===== config.mk =====
export PLATFORM = sky130hd
export DESIGN_NAME = unsorted_record_table_top
export DESIGN_NICKNAME = d
export VERILOG_FILES = /design/src/rtl/core/urt_pkg.sv /design/src/rtl/core/urt_cell.sv /design/src/rtl/core/unsorted_record_table_top.sv
export VERILOG_INCLUDE_DIRS = /design/src /design/src/rtl/core
export SDC_FILE = /design/constraint.sdc
export NUM_CORES = 2
export LEC_CHECK = 0
export ABC_AREA = 1
export BUFFER_PORTS_ARGS = -buffer_cell sky130_fd_sc_hd__buf_4
export CORE_MARGIN = 8
export CORE_UTILIZATION = 64
export CTS_BUF_LIST = sky130_fd_sc_hd__clkbuf_2 sky130_fd_sc_hd__clkbuf_4 sky130_fd_sc_hd__clkbuf_8
export CTS_CLUSTER_SIZE = 40
export DETAILED_ROUTE_END_ITERATION = 7
export GPL_TIMING_DRIVEN = 0
export PLACE_DENSITY = 0.79
export SLEW_MARGIN = 20
export SYNTH_ARGS = -nofsm -noshare
export SYNTH_HDL_FRONTEND = slang
export SYNTH_SLANG_ARGS = --single-unit
export TNS_END_PERCENT = 50

===== constraint.sdc =====
create_clock -name clk -period 50.5 [get_ports clk]
set_input_delay 10.1 -clock clk [delete_from_list [all_inputs] [get_ports clk]]
set_output_delay 10.1 -clock clk [all_outputs]
set_load 0.02 [all_outputs]

===== src/rtl/core/unsorted_record_table_top_macros.svh =====
// Assertion macros for the unsorted record table.
// Taken in by the top level, which supplies clk and rst_n in scope.
`ifndef UNSORTED_RECORD_TABLE_TOP_MACROS_SVH
`define UNSORTED_RECORD_TABLE_TOP_MACROS_SVH

// The consequent must hold in the same cycle as the antecedent.
`define URT_ASSERT_SAME(lbl, ante, cons, msg) \
  lbl: assert property (@(posedge clk) disable iff (!rst_n) (ante) |-> (cons)) \
    else $error(msg);

// The consequent must hold in the cycle after the antecedent.
`define URT_ASSERT_NEXT(lbl, ante, cons, msg) \
  lbl: assert property (@(posedge clk) disable iff (!rst_n) (ante) |=> (cons)) \
    else $error(msg);

`endif


===== src/rtl/core/urt_pkg.sv =====
// Package for the unsorted record table: record type, command and status codes.
// Used by urt_cell and unsorted_record_table_top; depends on nothing.
package urt_pkg;

  typedef struct packed {
    logic [31:0] key;
    logic [15:0] value;
    logic [63:0] name;
  } rec_t;

  localparam logic [2:0] CMD_INSERT   = 3'd0;
  localparam logic [2:0] CMD_RETRIEVE = 3'd1;
  localparam logic [2:0] CMD_DELETE   = 3'd2;
  localparam logic [2:0] CMD_GET_NEXT = 3'd3;
  localparam logic [2:0] CMD_RST_CUR  = 3'd4;
  localparam logic [2:0] CMD_EMPTY    = 3'd5;

  localparam logic [2:0] ST_DONE      = 3'd0;
  localparam logic [2:0] ST_FOUND     = 3'd1;
  localparam logic [2:0] ST_NOT_FOUND = 3'd2;
  localparam logic [2:0] ST_FULL      = 3'd3;
  localparam logic [2:0] ST_END       = 3'd4;

endpackage


===== src/rtl/core/urt_cell.sv =====
// One storage cell of the record ring: holds one record and takes its
// neighbor's record whenever the ring rotates. Depends on urt_pkg.
module urt_cell (
  input  logic          clk,
  input  logic          shift_en,
  input  urt_pkg::rec_t rec_in,
  output urt_pkg::rec_t rec_out
);
  import urt_pkg::*;

  rec_t rec_r;

  always_ff @(posedge clk) begin
    if (shift_en) begin
      rec_r <= rec_in;
    end
  end

  assign rec_out = rec_r;

endmodule


===== src/rtl/core/unsorted_record_table_top.sv =====
// Unsorted record table: a ring of DEPTH record cells that rotates past one head cell.
// A request that walks the ring (insert below full, retrieve or delete in a non-empty
// table, get-next before the end) rotates it once through all DEPTH cells. Delete of a
// present key walks a second time to fill its slot with the last record; others skip the walk.
// One request is in work at a time; the next is accepted once the result is loaded into the output register.
// Synchronous reset clears the count, cursor and control; record cells are not cleared.
module unsorted_record_table_top #(
  parameter int DEPTH = 16,
  localparam int CW   = $clog2(DEPTH + 1)
) (
  input  logic          clk,
  input  logic          rst_n,
  input  logic          in_valid,
  output logic          in_stall,
  input  logic [2:0]    in_cmd,
  input  logic [31:0]   in_key,
  input  logic [15:0]   in_value,
  input  logic [63:0]   in_name_tag,
  output logic          out_valid,
  input  logic          out_stall,
  output logic [2:0]    out_status,
  output logic [31:0]   out_rec_key,
  output logic [15:0]   out_rec_value,
  output logic [63:0]   out_rec_name,
  output logic [CW-1:0] out_entry_count,
  output logic          out_is_full
);
  import urt_pkg::*;
  `include "unsorted_record_table_top_macros.svh"

  localparam int IW = (DEPTH > 1) ? $clog2(DEPTH) : 1;

  typedef enum logic [1:0] {S_IDLE, S_SCAN, S_FIX, S_RESP} state_t;

  state_t        state_r;
  logic [2:0]    cmd_r;
  logic [31:0]   key_r;
  logic [15:0]   value_r;
  logic [63:0]   name_r;
  logic [IW-1:0] step_r;
  logic [CW-1:0] count_r;
  logic [CW-1:0] cursor_r;
  logic          hit_r;
  logic [IW-1:0] hit_idx_r;
  rec_t          last_rec_r;
  rec_t          res_rec_r;
  logic [2:0]    res_status_r;
  logic          out_valid_r;
  logic [2:0]    out_status_r;
  rec_t          out_rec_r;
  logic [CW-1:0] out_count_r;
  logic          out_full_r;

  rec_t          cell_in  [DEPTH];
  rec_t          cell_rec [DEPTH];
  rec_t          head;
  rec_t          wr_rec;
  logic          wr_en;
  logic          rotate;
  logic [CW-1:0] step_ext;
  logic          step_last;
  logic          key_hit;
  logic          hit_nxt;
  logic          out_free;
  logic          out_load;

  assign rotate = (state_r == S_SCAN) || (state_r == S_FIX);

  for (genvar i = 0; i < DEPTH; i++) begin : g_cell
    if (i == DEPTH - 1) begin : g_tail
      assign cell_in[i] = wr_en ? wr_rec : cell_rec[0];
    end else begin : g_body
      assign cell_in[i] = cell_rec[i + 1];
    end
    urt_cell u_cell (
      .clk      (clk),
      .shift_en (rotate),
      .rec_in   (cell_in[i]),
      .rec_out  (cell_rec[i])
    );
  end

  always_comb begin
    head      = cell_rec[0];
    step_ext  = CW'(step_r);
    step_last = (step_r == IW'(DEPTH - 1));
    key_hit   = (step_ext < count_r) && (head.key == key_r);
    hit_nxt   = hit_r || key_hit;
    wr_en     = ((state_r == S_SCAN) && (cmd_r == CMD_INSERT) && (step_ext == count_r)) ||
                ((state_r == S_FIX) && (step_r == hit_idx_r));
    wr_rec    = (state_r == S_FIX) ? last_rec_r : rec_t'{key_r, value_r, name_r};
    out_free  = !out_valid_r || !out_stall;
    out_load  = (state_r == S_RESP) && out_free;
  end

  always_ff @(posedge clk) begin
    if (!rst_n) begin
      state_r     <= S_IDLE;
      count_r     <= '0;
      cursor_r    <= '0;
      out_valid_r <= 1'b0;
    end else begin
      if (out_load) begin
        out_valid_r <= 1'b1;
      end else if (!out_stall) begin
        out_valid_r <= 1'b0;
      end
      unique case (state_r)
        S_IDLE: begin
          if (in_valid) begin
            cmd_r     <= in_cmd;
            key_r     <= in_key;
            value_r   <= in_value;
            name_r    <= in_name_tag;
            step_r    <= '0;
            hit_r     <= 1'b0;
            res_rec_r <= '0;
            unique case (in_cmd)
              CMD_INSERT: begin
                if (count_r == CW'(DEPTH)) begin
                  res_status_r <= ST_FULL;
                  state_r      <= S_RESP;
                end else begin
                  res_status_r <= ST_DONE;
                  state_r      <= S_SCAN;
                end
              end
              CMD_RETRIEVE, CMD_DELETE: begin
                if (count_r == '0) begin
                  res_status_r <= ST_NOT_FOUND;
                  state_r      <= S_RESP;
                end else begin
                  res_status_r <= ST_DONE;
                  state_r      <= S_SCAN;
                end
              end
              CMD_GET_NEXT: begin
                if (cursor_r >= count_r) begin
                  res_status_r <= ST_END;
                  state_r      <= S_RESP;
                end else begin
                  res_status_r <= ST_DONE;
                  state_r      <= S_SCAN;
                end
              end
              CMD_RST_CUR: begin
                res_status_r <= ST_DONE;
                state_r      <= S_RESP;
                cursor_r     <= '0;
              end
              CMD_EMPTY: begin
                res_status_r <= ST_DONE;
                state_r      <= S_RESP;
                cursor_r     <= '0;
                count_r      <= '0;
              end
              default: begin
                res_status_r <= ST_DONE;
                state_r      <= S_RESP;
              end
            endcase
          end
        end
        S_SCAN: begin
          step_r <= step_last ? '0 : step_r + 1'b1;
          unique case (cmd_r)
            CMD_RETRIEVE: begin
              if (!hit_r && key_hit) begin
                hit_r     <= 1'b1;
                res_rec_r <= head;
              end
              if (step_last) begin
                res_status_r <= hit_nxt ? ST_FOUND : ST_NOT_FOUND;
              end
            end
            CMD_DELETE: begin
              if (!hit_r && key_hit) begin
                hit_r     <= 1'b1;
                hit_idx_r <= step_r;
              end
              if (step_ext == count_r - 1'b1) begin
                last_rec_r <= head;
              end
              if (step_last && !hit_nxt) begin
                res_status_r <= ST_NOT_FOUND;
              end
            end
            CMD_GET_NEXT: begin
              if (step_ext == cursor_r) begin
                res_rec_r <= head;
              end
              if (step_last) begin
                cursor_r <= cursor_r + 1'b1;
              end
            end
            default: begin
              if (step_last) begin
                count_r <= count_r + 1'b1;
              end
            end
          endcase
          if (step_last) begin
            state_r <= ((cmd_r == CMD_DELETE) && hit_nxt) ? S_FIX : S_RESP;
          end
        end
        S_FIX: begin
          step_r <= step_last ? '0 : step_r + 1'b1;
          if (step_last) begin
            count_r <= count_r - 1'b1;
            state_r <= S_RESP;
          end
        end
        S_RESP: begin
          if (out_free) begin
            out_status_r <= res_status_r;
            out_rec_r    <= res_rec_r;
            out_count_r  <= count_r;
            out_full_r   <= (count_r == CW'(DEPTH));
            state_r      <= S_IDLE;
          end
        end
        default: begin
          state_r <= S_IDLE;
        end
      endcase
    end
  end

  assign in_stall        = (state_r != S_IDLE);
  assign out_valid       = out_valid_r;
  assign out_status      = out_status_r;
  assign out_rec_key     = out_rec_r.key;
  assign out_rec_value   = out_rec_r.value;
  assign out_rec_name    = out_rec_r.name;
  assign out_entry_count = out_count_r;
  assign out_is_full     = out_full_r;

  `URT_ASSERT_SAME(a_count_bound, 1'b1, count_r <= CW'(DEPTH), "Record count exceeds depth.")
  `URT_ASSERT_SAME(a_fix_slot, state_r == S_FIX, CW'(hit_idx_r) < count_r, "Delete slot is not held.")
  `URT_ASSERT_NEXT(a_resp_load, (state_r == S_RESP) && out_free, out_valid && !rotate, "Result was not loaded.")

endmodule


Word-level counts from Yosys, hierarchy flattened. Index checks and enable logic that the tools add are counted.

Register bits after elaboration: 2277. Input port bits: 119. Output and inout bits: 123. Logic and storage cells: 200.

$add $sub $neg: 4. Order comparisons: 2. Equality and inequality tests: 35. Muxes and demuxes: 47. Reductions and logical operators: 40.

Operators with widths (count): $mux 112 (5); $pmux 112 s2 (2); $mux 5 (9); $eq 32x32->1 (1); $mux 2 (10); $reduce_and 6->1 (3); $eq 4x5->1 (3); $pmux 5 s3 (1); $ne 2x2->1 const B (7); $eq 3x2->1 const B (4); $mux 3 (4); $ne 3x3->1 const B (4); $pmux 3 s2 (2); $reduce_and 4->1 (3); $add 5x1->5 const B (2); $pmux 5 s2 (1); $reduce_and 5->1 (2); $pmux 3 s3 (1); $reduce_and 3->1 (3); $logic_and 1x1->1 (8); $mux 4 (2); $ne 2x1->1 const B (4); $pmux 2 s4 (1); $pmux 4 s2 (1); 24 further kinds (45).

Logic depth before layout (Yosys ltp).
Depth in word-level cells: 8. Depth in mapped cells: 14. Mapped depth without buffers: 14.

Cells and area by module. Synthesis repeated with hierarchy kept, for this count alone.

Cells, all modules: 3374. Area, all modules: 73210.2 um^2.

Modules (own cells, without submodules): urt_cell (times used 16, cells an instance 112, area an instance 3363.2 um^2, sequential area each 3363.2 um^2); unsorted_record_table_top (times used 1, cells an instance 1582, area an instance 19398.6 um^2, sequential area each 14433.8 um^2).

Worst setup path before layout. Ideal clock, no wire load.

Path kind: register to register. Start: register state_r[0]. End: register count_r[0]. Library setup time: 0.070 ns. Data arrival time: 43.444 ns. Data required time: 50.430 ns. Slack: 6.986 ns. Stages on the path, launching flop included: 11. Path buffers: 0. Period minus slack after synthesis: 43.514 ns. Path through: dfxtp_1 inv_1 ha_1 inv_1 nor2_1 a31oi_1 nor3_1 inv_1 nor2_4 o21ai_0 a21oi_1.

Cells in the longest elaborated chain, start to end: 3.

Ends and longest elaborated chain: start, declared (RTL line unsorted_record_table_top.sv:35) `state_t state_r;`; start signal, assigned (RTL line unsorted_record_table_top.sv:203) `state_r <= ((cmd_r == CMD_DELETE) && hit_nxt) ? S_FIX : S_RESP;`; $eq 2x1->1 (tied with other cells) (RTL line unsorted_record_table_top.sv:108) `unique case (state_r)`; $ne 2x2->1 (no source line) (tied with other cells); $reduce_and 6->1 (no source line); end signal, assigned (RTL line unsorted_record_table_top.sv:198) `count_r <= count_r + 1'b1;`; end signal, assigned (RTL line unsorted_record_table_top.sv:209) `count_r <= count_r - 1'b1;`; end, declared (RTL line unsorted_record_table_top.sv:41) `logic [CW-1:0] count_r;`.

Parallel ways exist; a longest one is shown, timed or not. A chain may end at the register's enable or synchronous reset.

Worst setup path after layout.
Start: register state_r[1]. End: output in_stall.

Cells in the longest elaborated chain, start to end: 1.

Ends and longest elaborated chain: $reduce_bool 2->1 (RTL line unsorted_record_table_top.sv:229) `assign in_stall = (state_r != S_IDLE);`; end, declared (RTL line unsorted_record_table_top.sv:14) `output logic in_stall,`.

No other way between the ends.

==> impl_results.md <==
* Status: completed
* Vias in the first global route at 31800
* Worst hold slack at 382 ps
* CTS tree: yes
* Peak VDD IR at 0.0523 mV
* Sequential power share at 61.0%
* Critical path arrival at 1930 ps
* Synth top area cells: edfxtp_1, nand2_1, nor2_1
* Reg-to-Reg Start: state_r[1]$_SDFFE_PN0P_
* DRC violations left at 0
* Pwr Density at 73.6 nW/µm²
* Post-synth top area share at 92.6%
* H-tree depth at 5
* Final period utilization at 23.8%
* Drt wl/cell at 21.9 µm
* Slew @ Worst Pin at 1030 ps
* Die area at 126000 µm²
* Layout Nets at 4188
* CTS Sinks at 2277
* Slowest cell on crit path: dfxtp_1
* PnR worst setup slack at 38470 ps
* CTS resizes at 0
* Final cell count without fillers at 5811
* I/O pin total at 242
* Place WS at 37610 ps
* Number of max-cap violations at 0
* Leakage power at 30.0 nW
* Clock Path Buffers at 4
* Setup TNS at 0 ps
* Sequential share of the synthesized area at 92.9%
* Gp weighted congestion at 0.800
* RSZ-0062 raised after global routing: no
* Chip height at 355 µm
* Antenna-violating nets left at 0
* Final count of negative-setup-slack endpoints at 0
* DR WL met2 at 58000 µm
* Crit start category: flip-flop
* Post-synth EDFFs at 2264
* Minimum clock period at 12030 ps
* Post-synthesis net count at 3532
* Synth area leader: edfxtp_1
* Crit-path max cell delay at 420 ps
* Initial DRC Count at 3095
* Final core occ at 74.5%
* Worst Path Required at 40400 ps
* Detailed Routing Iterations Pass 1 at 7
* Initial antenna violation count at 8
* Post-Place Cell Area at 78500 µm²
* Distinct cells, synth at 38
* Number of stages on the worst setup path at 4
* Worst-skew pair later-pin latency at 970 ps
* Die Wd at 355 µm
* Std cell rows at 124
* Met3 wire length at 10000 µm
* P&R area growth vs syn at 15.7%
* DR top layer: met4
* Dpl hpwl at 77200 µm
* Switch Pwr at 1.74 mW
* WL met1 at 54700 µm
* Critical Path Sink: in_stall
* Post-synth top cells: edfxtp_1, nand2_1, nor2_1
* Critical path buffers and inverters at 3
* Share of layout cells above drive strength 1 at 20.0%
* RR Endpoint: g_cell[12].u_cell.rec_out[48]$_DFFE_PN_
* Slew margin rel. at 31.3%
* Most frequent cell after synthesis: edfxtp_1
* Postcts setup bufs at 0
* Clock transition at the registers of the reported paths at 70 ps
* Synth Warn # at 0
* Final wirelength at 127000 µm
* Switching Share at 27.8%
* CTS Hold Buffers Added at 0
* Initial Util at 64.4%
* CTS root buf: clkbuf_8
* Placed cell count at 5210
* Max Freq at 83.1 MHz
* Ys flop type: edfxtp_1
* Critical Path, Cell by Cell: inv_1, ha_4, inv_1, buf_4
* Average size of a mapped cell at 21.6 µm²
* Port Buf Inserts at 241
* Vias at 31700
* CP startpoint: state_r[1]$_SDFFE_PN0P_
* Global route overflow at 0
* First-pass GRT wire length at 188000 µm
* Reg2reg setup slack at 46560 ps
* Crit path max-delay family: flip-flops
* Worst min-delay path class: reg -> reg
* Register bit total from synthesis at 2277
* Mapped Area at 73400 µm²
* Post-synth ARST share at 0%
* Pin count of the biggest net entering global routing at 71
* Crit path max fanout at 7
* Num CTS Buffers at 352
* Clock share of power at 22.5%
* GR Util All Layers at 20.1%
* Max-slew violation count at 0
* Mapped Cells at 3396
* Design Power at 6.26 mW
* Number of cells on the worst reg-to-reg path at 9
* Post-route cell area at 84900 µm²
* Crit path top cell by count: inv_1
* Final Hold Fails at 0
* DR vias/cell at 5.45
* Setup Crit Path Kind: reg -> out
* Setup crit end kind: output pin
* Logic gate share of total power at 16.6%
* Internal at 4.52 mW
* Layout Skew at 76.6 ps
* Core Area at 114000 µm²
==> routing by layer <==
layer,track usage [%],vias up
li1,-,14200
met1,29.7,15900
met2,29.4,1298
met3,4.95,298
met4,8.09,0
met5,0,-
==> sequential cells by signal, summed over array words and instances (netlist names), 16 cells and up <==
register               count
key_r                     32
last_rec_r               112
out_rec_value             16
value_r                   16
g_cell.u_cell.rec_out   1792
name_r                    64
out_rec_key               32
out_rec_name              64
res_rec_r                112
==> area by class of cell <==
type | instances | area [µm²]
fillers | 6014 | 29100
inverters | 207 | 785
multi-input cells | 846 | 4150
flip-flops and latches | 2277 | 68200
clock inverters | 126 | 624
plain buffers | 66 | 317
repair buffers | 302 | 3150
well taps | 1512 | 1890
diodes | 4 | 10.0
clock buffers | 471 | 5770
==> worst min-delay path by stage <==
| stage | slack, ps | cells past startpoint | startpoint | to |
|---|---|---|---|---|
| floorplan | 400 | 0 | g_cell[1].u_cell.rec_out[0]$_DFFE_PN_ | g_cell[0].u_cell.rec_out[0]$_DFFE_PN_ |
| global placement | 400 | 0 | g_cell[8].u_cell.rec_out[63]$_DFFE_PN_ | g_cell[7].u_cell.rec_out[63]$_DFFE_PN_ |
| detailed placement | 400 | 0 | g_cell[11].u_cell.rec_out[107]$_DFFE_PN_ | g_cell[10].u_cell.rec_out[107]$_DFFE_PN_ |
| CTS | 380 | 0 | g_cell[1].u_cell.rec_out[82]$_DFFE_PN_ | g_cell[0].u_cell.rec_out[82]$_DFFE_PN_ |
| global route | 370 | 0 | g_cell[1].u_cell.rec_out[82]$_DFFE_PN_ | g_cell[0].u_cell.rec_out[82]$_DFFE_PN_ |
| finish | 380 | 0 | res_rec_r[107]$_SDFFCE_PN0P_ | out_rec_key[27]$_DFFE_PP_ |
==> cells by family after synthesis <==
family	after synthesis	synth area share (%)
adder cells (fa/ha/maj)	17	0.290
flip-flops	2277	92.9
AND/OR/NAND/NOR	531	2.84
AO/OA/AOI/OAI	284	2.30
buffers and inverters	273	1.49
XOR/XNOR	14	0.167
==> worst reg2reg max path: stages, from the launching register on <==
cell and delay [ps]:
dfxtp_1 420, inv_1 120, ha_4 660, buf_12 320
buf_16 340, buf_16 340, buf_16 350, buf_16 360
buf_16 350, buf_12 310
==> power groups by stage <==
stage	combinational, mW	sequential [mW]	clock, mW
after floorplan	0.453	5.11	0
after global placement	0.570	4.89	0
after detailed placement	1.05	3.85	0
after CTS	1.05	3.83	1.44
after global routing	1.12	3.90	1.52
final	1.04	3.82	1.41
==> cells in the final DEF, fill, tap and decap left out, types with 6 or more instances in the layout <==
cell type	instances
o21ai_0	141
o21a_1	89
edfxtp_1	2264
clkbuf_1	33
clkinv_2	29
nor2_1	212
clkbuf_8	357
a21oi_1	20
buf_12	6
nand2_1	276
xnor2_1	10
inv_1	204
buf_4	263
clkinvlp_4	7
o21ai_1	16
nand3_1	18
ha_1	16
dfxtp_1	13
clkinv_1	85
nor3_1	8
clkbuf_4	114
buf_2	17
buf_16	40
No activity file was read; power rests on OpenSTA's default activity.
